### config.mk
export PLATFORM = sky130hd
export DESIGN_NAME = directory_listing_deframer
export DESIGN_NICKNAME = d
export VERILOG_FILES = /design/src/rtl/core/dlf_pkg.sv /design/src/rtl/core/dlf_queue.sv /design/src/rtl/core/directory_listing_deframer.sv
export SDC_FILE = /design/constraint.sdc
export NUM_CORES = 2
export LEC_CHECK = 0
export ABC_AREA = 1
export ABC_CLOCK_PERIOD_IN_PS = 5080
export BUFFER_PORTS_ARGS = -buffer_cell sky130_fd_sc_hd__buf_2
export CELL_PAD_IN_SITES_DETAIL_PLACEMENT = 0
export CELL_PAD_IN_SITES_GLOBAL_PLACEMENT = 2
export CORE_UTILIZATION = 33
export CTS_CLUSTER_DIAMETER = 150
export DETAILED_ROUTE_END_ITERATION = 8
export GPL_TIMING_DRIVEN = 0
export HOLD_SLACK_MARGIN = 0.08
export PLACE_DENSITY = 0.86
export SYNTH_ARGS = -nofsm -noshare
export SYNTH_HDL_FRONTEND = slang
export SYNTH_SLANG_ARGS = --single-unit
### constraint.sdc
create_clock -name clk -period 5.08 [get_ports clk]
set_input_delay 1.016 -clock clk [delete_from_list [all_inputs] [get_ports clk]]
set_output_delay 1.016 -clock clk [all_outputs]
set_load 0.05 [all_outputs]
### src/rtl/core/dlf_pkg.sv
// Package for the directory listing deframer.
// Phase and result-kind codes, the result record and result queue sizes.
// No dependencies.
package dlf_pkg;

  typedef enum logic [2:0] {
    PH_COUNT = 3'd0,
    PH_NLEN  = 3'd1,
    PH_NAME  = 3'd2,
    PH_FLAG  = 3'd3,
    PH_SIZE  = 3'd4,
    PH_TIME  = 3'd5,
    PH_DONE  = 3'd6
  } phase_t;

  typedef enum logic [1:0] {
    KIND_NAME   = 2'd0,
    KIND_ENTRY  = 2'd1,
    KIND_ACCEPT = 2'd2,
    KIND_TRUNC  = 2'd3
  } kind_t;

  localparam logic [7:0]  DIR_FLAG    = 8'd1;
  localparam logic [15:0] COUNT_BYTES = 16'd4;
  localparam logic [15:0] NLEN_BYTES  = 16'd2;
  localparam logic [15:0] WORD_BYTES  = 16'd8;

  localparam int QDEPTH = 4;
  localparam int QPTR_W = $clog2(QDEPTH);
  localparam int QCNT_W = $clog2(QDEPTH + 1);

  typedef struct packed {
    kind_t       kind;
    logic        last;
    logic [7:0]  name_byte;
    logic [31:0] entry_index;
    logic [15:0] name_length;
    logic        dir_flag;
    logic [63:0] entry_size;
    logic [63:0] mod_time;
    logic [31:0] entry_count;
  } result_t;

  typedef struct packed {
    logic first_vld;
    logic second_vld;
  } push_t;

endpackage

### src/rtl/core/dlf_queue.sv
// Result queue of the directory listing deframer: takes up to two results a
// cycle, delivers one per output transfer. Depends on dlf_pkg.
module dlf_queue (
  input  logic             clk,
  input  logic             rst_n,
  input  dlf_pkg::push_t   push,
  input  dlf_pkg::result_t first,
  input  dlf_pkg::result_t second,
  output logic             room,
  output logic             out_valid,
  input  logic             out_ready,
  output dlf_pkg::result_t head
);
  import dlf_pkg::*;

  result_t             mem_r [QDEPTH];
  logic [QPTR_W-1:0]   wr_ptr_r, wr_ptr_nxt;
  logic [QPTR_W-1:0]   rd_ptr_r, rd_ptr_nxt;
  logic [QCNT_W-1:0]   count_r, count_nxt;
  logic [QPTR_W-1:0]   wr_ptr_plus;
  logic [QCNT_W-1:0]   push_n;
  logic                pop;

  assign pop         = out_valid && out_ready;
  assign push_n      = QCNT_W'(push.first_vld) + QCNT_W'(push.second_vld);
  assign wr_ptr_plus = wr_ptr_r + QPTR_W'(1);
  assign wr_ptr_nxt  = wr_ptr_r + QPTR_W'(push_n);
  assign rd_ptr_nxt  = rd_ptr_r + QPTR_W'(pop);
  assign count_nxt   = count_r + push_n - QCNT_W'(pop);
  assign room        = count_r <= QCNT_W'(QDEPTH - 2);
  assign out_valid   = count_r != '0;
  assign head        = mem_r[rd_ptr_r];

  always_ff @(posedge clk) begin
    if (push.first_vld) begin
      mem_r[wr_ptr_r] <= first;
    end
    if (push.second_vld) begin
      mem_r[wr_ptr_plus] <= second;
    end
  end

  always_ff @(posedge clk) begin
    if (!rst_n) begin
      wr_ptr_r <= '0;
      rd_ptr_r <= '0;
      count_r  <= '0;
    end else begin
      wr_ptr_r <= wr_ptr_nxt;
      rd_ptr_r <= rd_ptr_nxt;
      count_r  <= count_nxt;
    end
  end

endmodule

### src/rtl/core/directory_listing_deframer.sv
// Top level of the directory listing deframer: byte parser and result queue.
// Depends on dlf_pkg and dlf_queue.
//
//   channel | direction | handshake            | payload
//   in_     | input     | in_valid / in_ready  | data_byte, has_byte, end_of_buffer
//   out_    | output    | out_valid / out_ready| kind, last, name_byte, entry fields
//
// One input byte is taken per cycle while in_ready is high; its results enter the
// queue registers at the same edge. A byte with end of buffer may yield two
// results, which leave over two output transfers. in_ready holds while the queue
// has room for two results. Synchronous active-low reset clears parser and queue.
module directory_listing_deframer (
  input  logic        clk,
  input  logic        rst_n,
  input  logic        in_valid,
  output logic        in_ready,
  input  logic [7:0]  in_data_byte,
  input  logic        in_has_byte,
  input  logic        in_end_of_buffer,
  output logic        out_valid,
  input  logic        out_ready,
  output logic [1:0]  out_kind,
  output logic        out_last,
  output logic [7:0]  out_name_byte,
  output logic [31:0] out_entry_index,
  output logic [15:0] out_name_length,
  output logic        out_dir_flag,
  output logic [63:0] out_entry_size,
  output logic [63:0] out_mod_time,
  output logic [31:0] out_entry_count
);
  import dlf_pkg::*;

  phase_t      phase_r, phase_nxt, ph_step;
  logic [15:0] fcnt_r, fcnt_nxt;
  logic [31:0] decl_r, decl_nxt;
  logic [31:0] done_r, done_nxt;
  logic [15:0] nlen_r, nlen_nxt;
  logic        dir_r, dir_nxt;
  logic [63:0] size_r, size_nxt;
  logic [63:0] time_r, time_nxt;

  logic        acc, hb, eob;
  logic [15:0] cnt_inc;
  logic        count_last, nlen_last, name_last, word_last;
  logic [31:0] count_val, done_inc;
  logic [15:0] nlen_val;
  logic [63:0] size_val, time_val;

  logic        byte_vld, stat_vld;
  result_t     r_byte, r_stat, first, second, head;
  push_t       push;
  logic        room;

  assign acc        = in_valid && in_ready;
  assign hb         = acc && in_has_byte;
  assign eob        = acc && in_end_of_buffer;
  assign in_ready   = room;
  assign cnt_inc    = fcnt_r + 16'd1;
  assign count_last = cnt_inc == COUNT_BYTES;
  assign nlen_last  = cnt_inc == NLEN_BYTES;
  assign name_last  = cnt_inc == nlen_r;
  assign word_last  = cnt_inc == WORD_BYTES;
  assign count_val  = {decl_r[23:0], in_data_byte};
  assign nlen_val   = {nlen_r[7:0], in_data_byte};
  assign size_val   = {size_r[55:0], in_data_byte};
  assign time_val   = {time_r[55:0], in_data_byte};
  assign done_inc   = done_r + 32'd1;

  always_comb begin
    ph_step = phase_r;
    if (hb) begin
      unique case (phase_r)
        PH_COUNT: if (count_last) ph_step = (count_val == '0) ? PH_DONE : PH_NLEN;
        PH_NLEN:  if (nlen_last) ph_step = (nlen_val == '0) ? PH_FLAG : PH_NAME;
        PH_NAME:  if (name_last) ph_step = PH_FLAG;
        PH_FLAG:  ph_step = PH_SIZE;
        PH_SIZE:  if (word_last) ph_step = PH_TIME;
        PH_TIME:  if (word_last) ph_step = (done_inc == decl_r) ? PH_DONE : PH_NLEN;
        PH_DONE:  ph_step = PH_DONE;
        default:  ph_step = phase_r;
      endcase
    end
    phase_nxt = eob ? PH_COUNT : ph_step;
  end

  always_comb begin
    fcnt_nxt = fcnt_r;
    decl_nxt = decl_r;
    done_nxt = done_r;
    nlen_nxt = nlen_r;
    dir_nxt  = dir_r;
    size_nxt = size_r;
    time_nxt = time_r;
    byte_vld = 1'b0;
    r_byte   = '0;
    r_stat   = '0;
    if (hb) begin
      unique case (phase_r)
        PH_COUNT: begin
          decl_nxt = count_val;
          fcnt_nxt = count_last ? '0 : cnt_inc;
        end
        PH_NLEN: begin
          nlen_nxt = nlen_val;
          fcnt_nxt = nlen_last ? '0 : cnt_inc;
        end
        PH_NAME: begin
          byte_vld           = 1'b1;
          r_byte.kind        = KIND_NAME;
          r_byte.name_byte   = in_data_byte;
          r_byte.entry_index = done_r;
          fcnt_nxt           = name_last ? '0 : cnt_inc;
        end
        PH_FLAG: begin
          dir_nxt  = in_data_byte == DIR_FLAG;
          size_nxt = '0;
          time_nxt = '0;
          fcnt_nxt = '0;
        end
        PH_SIZE: begin
          size_nxt = size_val;
          fcnt_nxt = word_last ? '0 : cnt_inc;
        end
        PH_TIME: begin
          time_nxt = time_val;
          fcnt_nxt = word_last ? '0 : cnt_inc;
          if (word_last) begin
            byte_vld           = 1'b1;
            r_byte.kind        = KIND_ENTRY;
            r_byte.entry_index = done_r;
            r_byte.name_length = nlen_r;
            r_byte.dir_flag    = dir_r;
            r_byte.entry_size  = size_r;
            r_byte.mod_time    = time_val;
            nlen_nxt           = '0;
            done_nxt           = done_inc;
          end
        end
        PH_DONE: begin
        end
        default: begin
        end
      endcase
    end
    stat_vld           = eob;
    r_stat.kind        = (ph_step == PH_DONE) ? KIND_ACCEPT : KIND_TRUNC;
    r_stat.entry_index = done_nxt;
    r_stat.entry_count = (ph_step == PH_COUNT) ? '0 : decl_nxt;
    r_stat.last        = 1'b1;
    if (eob) begin
      fcnt_nxt = '0;
      decl_nxt = '0;
      done_nxt = '0;
      nlen_nxt = '0;
      dir_nxt  = 1'b0;
      size_nxt = '0;
      time_nxt = '0;
    end
  end

  always_comb begin
    push.first_vld  = byte_vld || stat_vld;
    push.second_vld = byte_vld && stat_vld;
    first           = byte_vld ? r_byte : r_stat;
    first.last      = !(byte_vld && stat_vld);
    second          = r_stat;
  end

  always_ff @(posedge clk) begin
    if (!rst_n) begin
      phase_r <= PH_COUNT;
      fcnt_r  <= '0;
      decl_r  <= '0;
      done_r  <= '0;
      nlen_r  <= '0;
      dir_r   <= 1'b0;
      size_r  <= '0;
      time_r  <= '0;
    end else begin
      phase_r <= phase_nxt;
      fcnt_r  <= fcnt_nxt;
      decl_r  <= decl_nxt;
      done_r  <= done_nxt;
      nlen_r  <= nlen_nxt;
      dir_r   <= dir_nxt;
      size_r  <= size_nxt;
      time_r  <= time_nxt;
    end
  end

  dlf_queue u_queue (
    .clk       (clk),
    .rst_n     (rst_n),
    .push      (push),
    .first     (first),
    .second    (second),
    .room      (room),
    .out_valid (out_valid),
    .out_ready (out_ready),
    .head      (head)
  );

  assign out_kind        = head.kind;
  assign out_last        = head.last;
  assign out_name_byte   = head.name_byte;
  assign out_entry_index = head.entry_index;
  assign out_name_length = head.name_length;
  assign out_dir_flag    = head.dir_flag;
  assign out_entry_size  = head.entry_size;
  assign out_mod_time    = head.mod_time;
  assign out_entry_count = head.entry_count;

endmodule

==> results.md <==
- Outcome: complete, no violations
- Number of warnings printed during yosys synthesis: 0
- Setup repair after global routing missed its margin: true
- Worst Path Required: 4060 ps
- Register share of total power: 33.9%
- Via count of the first global-routing pass: 41,577
- Type of the tightest min-delay check: reg2reg
- Final max-slew violation count: 0
- Clock transition at the registers of the reported paths: 60 ps
- Detailed-route wire length: 184,900 um
- Post-Place Cell Area: 50,370 um^2
- Number of setup violations in the final report: 0
- Dominant register cell in the synthesized netlist: dfxtp_1
- Total half-perimeter wirelength after legalization and detailed placement: 130,300 um
- Sinks on Clock Net: 1,107
- Initial Utilization: 33.37%
- Post-layout net count: 6,202
- Mean number of vias per cell: 5.479
- Fraction of final layout cells sized beyond drive strength 1: 9.900%
- Yosys top cell by area: dfxtp_1
- Total leakage power: 0.01920 uW
- Initial antenna violation count: 7
- Clock tree from TritonCTS: built
- Number of optimization iterations in the first detailed-route pass: 6
- Top Ports: 236
- #FFs+latches synth: 1,107
- Wire length of the first global-routing pass: 271,000 um
- Setup clock skew after layout: 37.83 ps
- Overall via count from detail_route: 44,656
- Aggregate negative setup slack: 0 ps
- Buffer cell driving the clock tree root: clkbuf_16
- Register area share after synthesis: 53.05%
- Post-synth cell types: 47
- Final antenna-violating net count: 0
- Number of flops mapped to enable cells by yosys: 260
- Final routed wire length divided by cell count: 22.69 um
- Startpoint-to-endpoint class of the critical path: reg2out
- Kind of end point of the critical path: primary output
- Net Count, Synth: 5,839
- Die ar.: 143,000 um^2
- Cell internal pwr: 15,970 uW
- Number of remaining DRC errors: 0
- DRC violation total after the first TritonRoute iteration: 4,212
- Source-to-sink clock delay at the later pin of the worst-skew pair: 770 ps
- Net Sw Power: 11,290 uW
- Share of the clock period used by the worst path after layout: 99.47%
- Tot GR Track Use: 25.17%
- Number of fill cells in the layout: 14,740
- Standard-cell rows: 137
- Total number of H-tree levels: 3
- Post-Layout Cell Count: 8,150
- Placer congestion estimate: 0.9324
- Placed insts: 7,927
- P per Cell Area: 498.8 nW/um^2
- Slew Limit Headroom: 20.31%
- Height of the die: 378.1 um
- Arrival time worst endpoint: 4040 ps
- Sw frac: 41.42%
- Maximum clock rate: 0.1979 GHz
- Minimum period implied by the final worst setup slack: 5053 ps
- Syn_area_per_cell: 8.032 um^2
- Count of input and output buffers: 234
- Final Hold Viols: 0
- Post-synth top area share: 36.32%
- Cell area after layout: 54,650 um^2
- Peak ir drop on the vdd network: 324.3 uV
- Synth Instances: 5,812
- Leftover overflow at the end of global routing: 0
- Share of the core filled with cells: 39.07%
- Crit Path Max Fanout: 10
- Maximum number of pins on one net before global-route repair: 48
- Async SR Flop Fraction: 0%
- Share of total power in the clock network: 32.4%
- Layout Area Growth over Synthesis: 17.08%
- TritonCTS buffer count: 119
- Die span in x: 378.1 um
- Area of the mapped netlist: 46,680 um^2
- Worst slew pin tran: 1195 ps
- Combinational Power Share: 33.7%
- Core outline area: 139,900 um^2
- Startpoint types: register
- Hold bufs inserted after CTS: 0
- Max-cap viol count: 0
- CTS max path bufs: 3
- Top cells by area in the synthesized netlist: dfxtp_1 (36%), edfxtp_1 (17%), o21ai_0 (12%)
## cells by family after synthesis
family	Yosys count	share of synthesized area, %
simple gates	2350	21.65
fa+ha+maj	13	0.3645
flops	1107	53.05
buf+inv	668	5.519
xor+xnor	12	0.2841
compound gates	1662	19.14
## power groups by stage
stage | Clock [uW] | Sequential (uW) | Combinational, uW
after detailed placement | 0 | 9420 | 9100
after global placement | 0 | 9430 | 9100
after floorplan | 0 | 9400 | 5960
after CTS | 8930 | 9230 | 9170
after global routing | 9300 | 9250 | 9690
final | 8830 | 9240 | 9190
## cell type report
class | count | area (um^2) | area share, %
Antenna cell | 1 | 2.502 | 0.004579
Tap cell | 1876 | 2347 | 4.295
Clock buffer | 182 | 3507 | 6.417
Inverter | 191 | 729.5 | 1.335
Timing Repair Buffer | 242 | 1319 | 2.413
Sequential cell | 1107 | 24770 | 45.31
Clock inverter | 37 | 414.1 | 0.7577
Multi-Input combinational cell | 4037 | 19490 | 35.66
Buffer | 477 | 2078 | 3.802
## registers in the layout, indices dropped and copies added, names as in the netlist, 3 cells and up
register / cells
time_r: 56
decl_r: 32
phase_r: 3
u_queue.mem_r: 880
fcnt_r: 16
u_queue.count_r: 3
nlen_r: 16
size_r: 64
done_r: 32
## worst paths after layout
path / from / endpoint / slack [ps] / cells past startpoint
setup / recovery: u_queue.rd_ptr_r[0]$_SDFF_PN0_ / out_mod_time[61] / 30 / 8
hold / removal: u_queue.mem_r[1][219]$_SDFFE_PP1P_ / u_queue.mem_r[1][219]$_SDFFE_PP1P_ / 450 / 2
setup reg to reg: fcnt_r[0]$_SDFFE_PP0P_ / u_queue.mem_r[0][192]$_DFFE_PP_ / 190 / 23
hold reg to reg: u_queue.mem_r[1][219]$_SDFFE_PP1P_ / u_queue.mem_r[1][219]$_SDFFE_PP1P_ / 450 / 2
## metal layers
metal | up-vias | share of wire, % | GRT usage (%)
met3 | 321 | 7.3 | 4.206
met5 | - | 0 | 0
met1 | 21720 | 45 | 35.06
met2 | 1674 | 45 | 38.86
li1 | 20941 | - | -
met4 | 0 | 3.6 | 9.388
## critical path, stage by stage (launching register included)
cell      delay, ps
dfxtp_1         310
clkbuf_2        400
clkinv_1        310
clkbuf_1        520
buf_8           270
buf_1           480
nor2_1          110
o22ai_1         470
buf_2           360
## stage by stage
step	setup slack, ps	hold slack (ps)	power [uW]
after global placement	-2920	447.1	18530
after global routing	-50.91	480.0	28240
final	27.13	452.8	27260
after CTS	5.815	457.5	27330
after floorplan	550.9	420.9	15360
after detailed placement	-2673	449.4	18530
## cells in the mapped netlist, types with 4 or more instances
| cell | count |
|---|---|
| buf_1 | 16 |
| inv_2 | 7 |
| nand3_1 | 768 |
| clkinv_1 | 6 |
| nor3_1 | 16 |
| a21oi_1 | 152 |
| a31oi_1 | 4 |
| nor4_1 | 9 |
| o22ai_1 | 350 |
| edfxtp_1 | 260 |
| buf_4 | 7 |
| nand4_1 | 14 |
| buf_2 | 25 |
| nand2_4 | 11 |
| a211oi_1 | 12 |
| o21ai_1 | 10 |
| inv_1 | 178 |
| clkbuf_1 | 428 |
| nand2_1 | 747 |
| nor2_1 | 748 |
| o21ai_0 | 1092 |
| ha_1 | 12 |
| nor2_2 | 7 |
| o21ai_4 | 4 |
| nor2_4 | 7 |
| o21a_1 | 33 |
| xor2_1 | 7 |
| dfxtp_1 | 847 |
| nand3b_1 | 8 |
## placed cells by master (no fill, tap or decap), types with 7 or more instances in the layout
master	instances
inv_1	175
clkbuf_8	32
o22ai_1	343
nor2_4	7
clkbuf_2	60
clkbuf_4	14
edfxtp_1	260
a211oi_1	12
inv_2	8
o22ai_2	7
nor3_1	13
nor4_1	9
ha_1	11
nand3b_1	8
dfxtp_1	846
nor2_1	741
nand3_1	768
o21ai_1	11
nand2_4	11
xor2_1	7
buf_4	13
clkinv_2	19
nand4_1	14
a21oi_1	152
buf_1	16
clkbuf_16	121
nor2_2	14
nand2_1	743
o21a_1	33
clkbuf_1	372
buf_2	267
o21ai_0	1091
## timing repair
action / 4_1_cts / 5_1_grt
setup endpoints to repair: 1356 / 917
resized for setup: 100 / 96
pin swaps: 1 / 0
buffers inserted: 3 / 0
endpoints found under the hold margin: 0 / 0
cloned: 0 / 0
No activity file was read; power rests on OpenSTA's default activity.
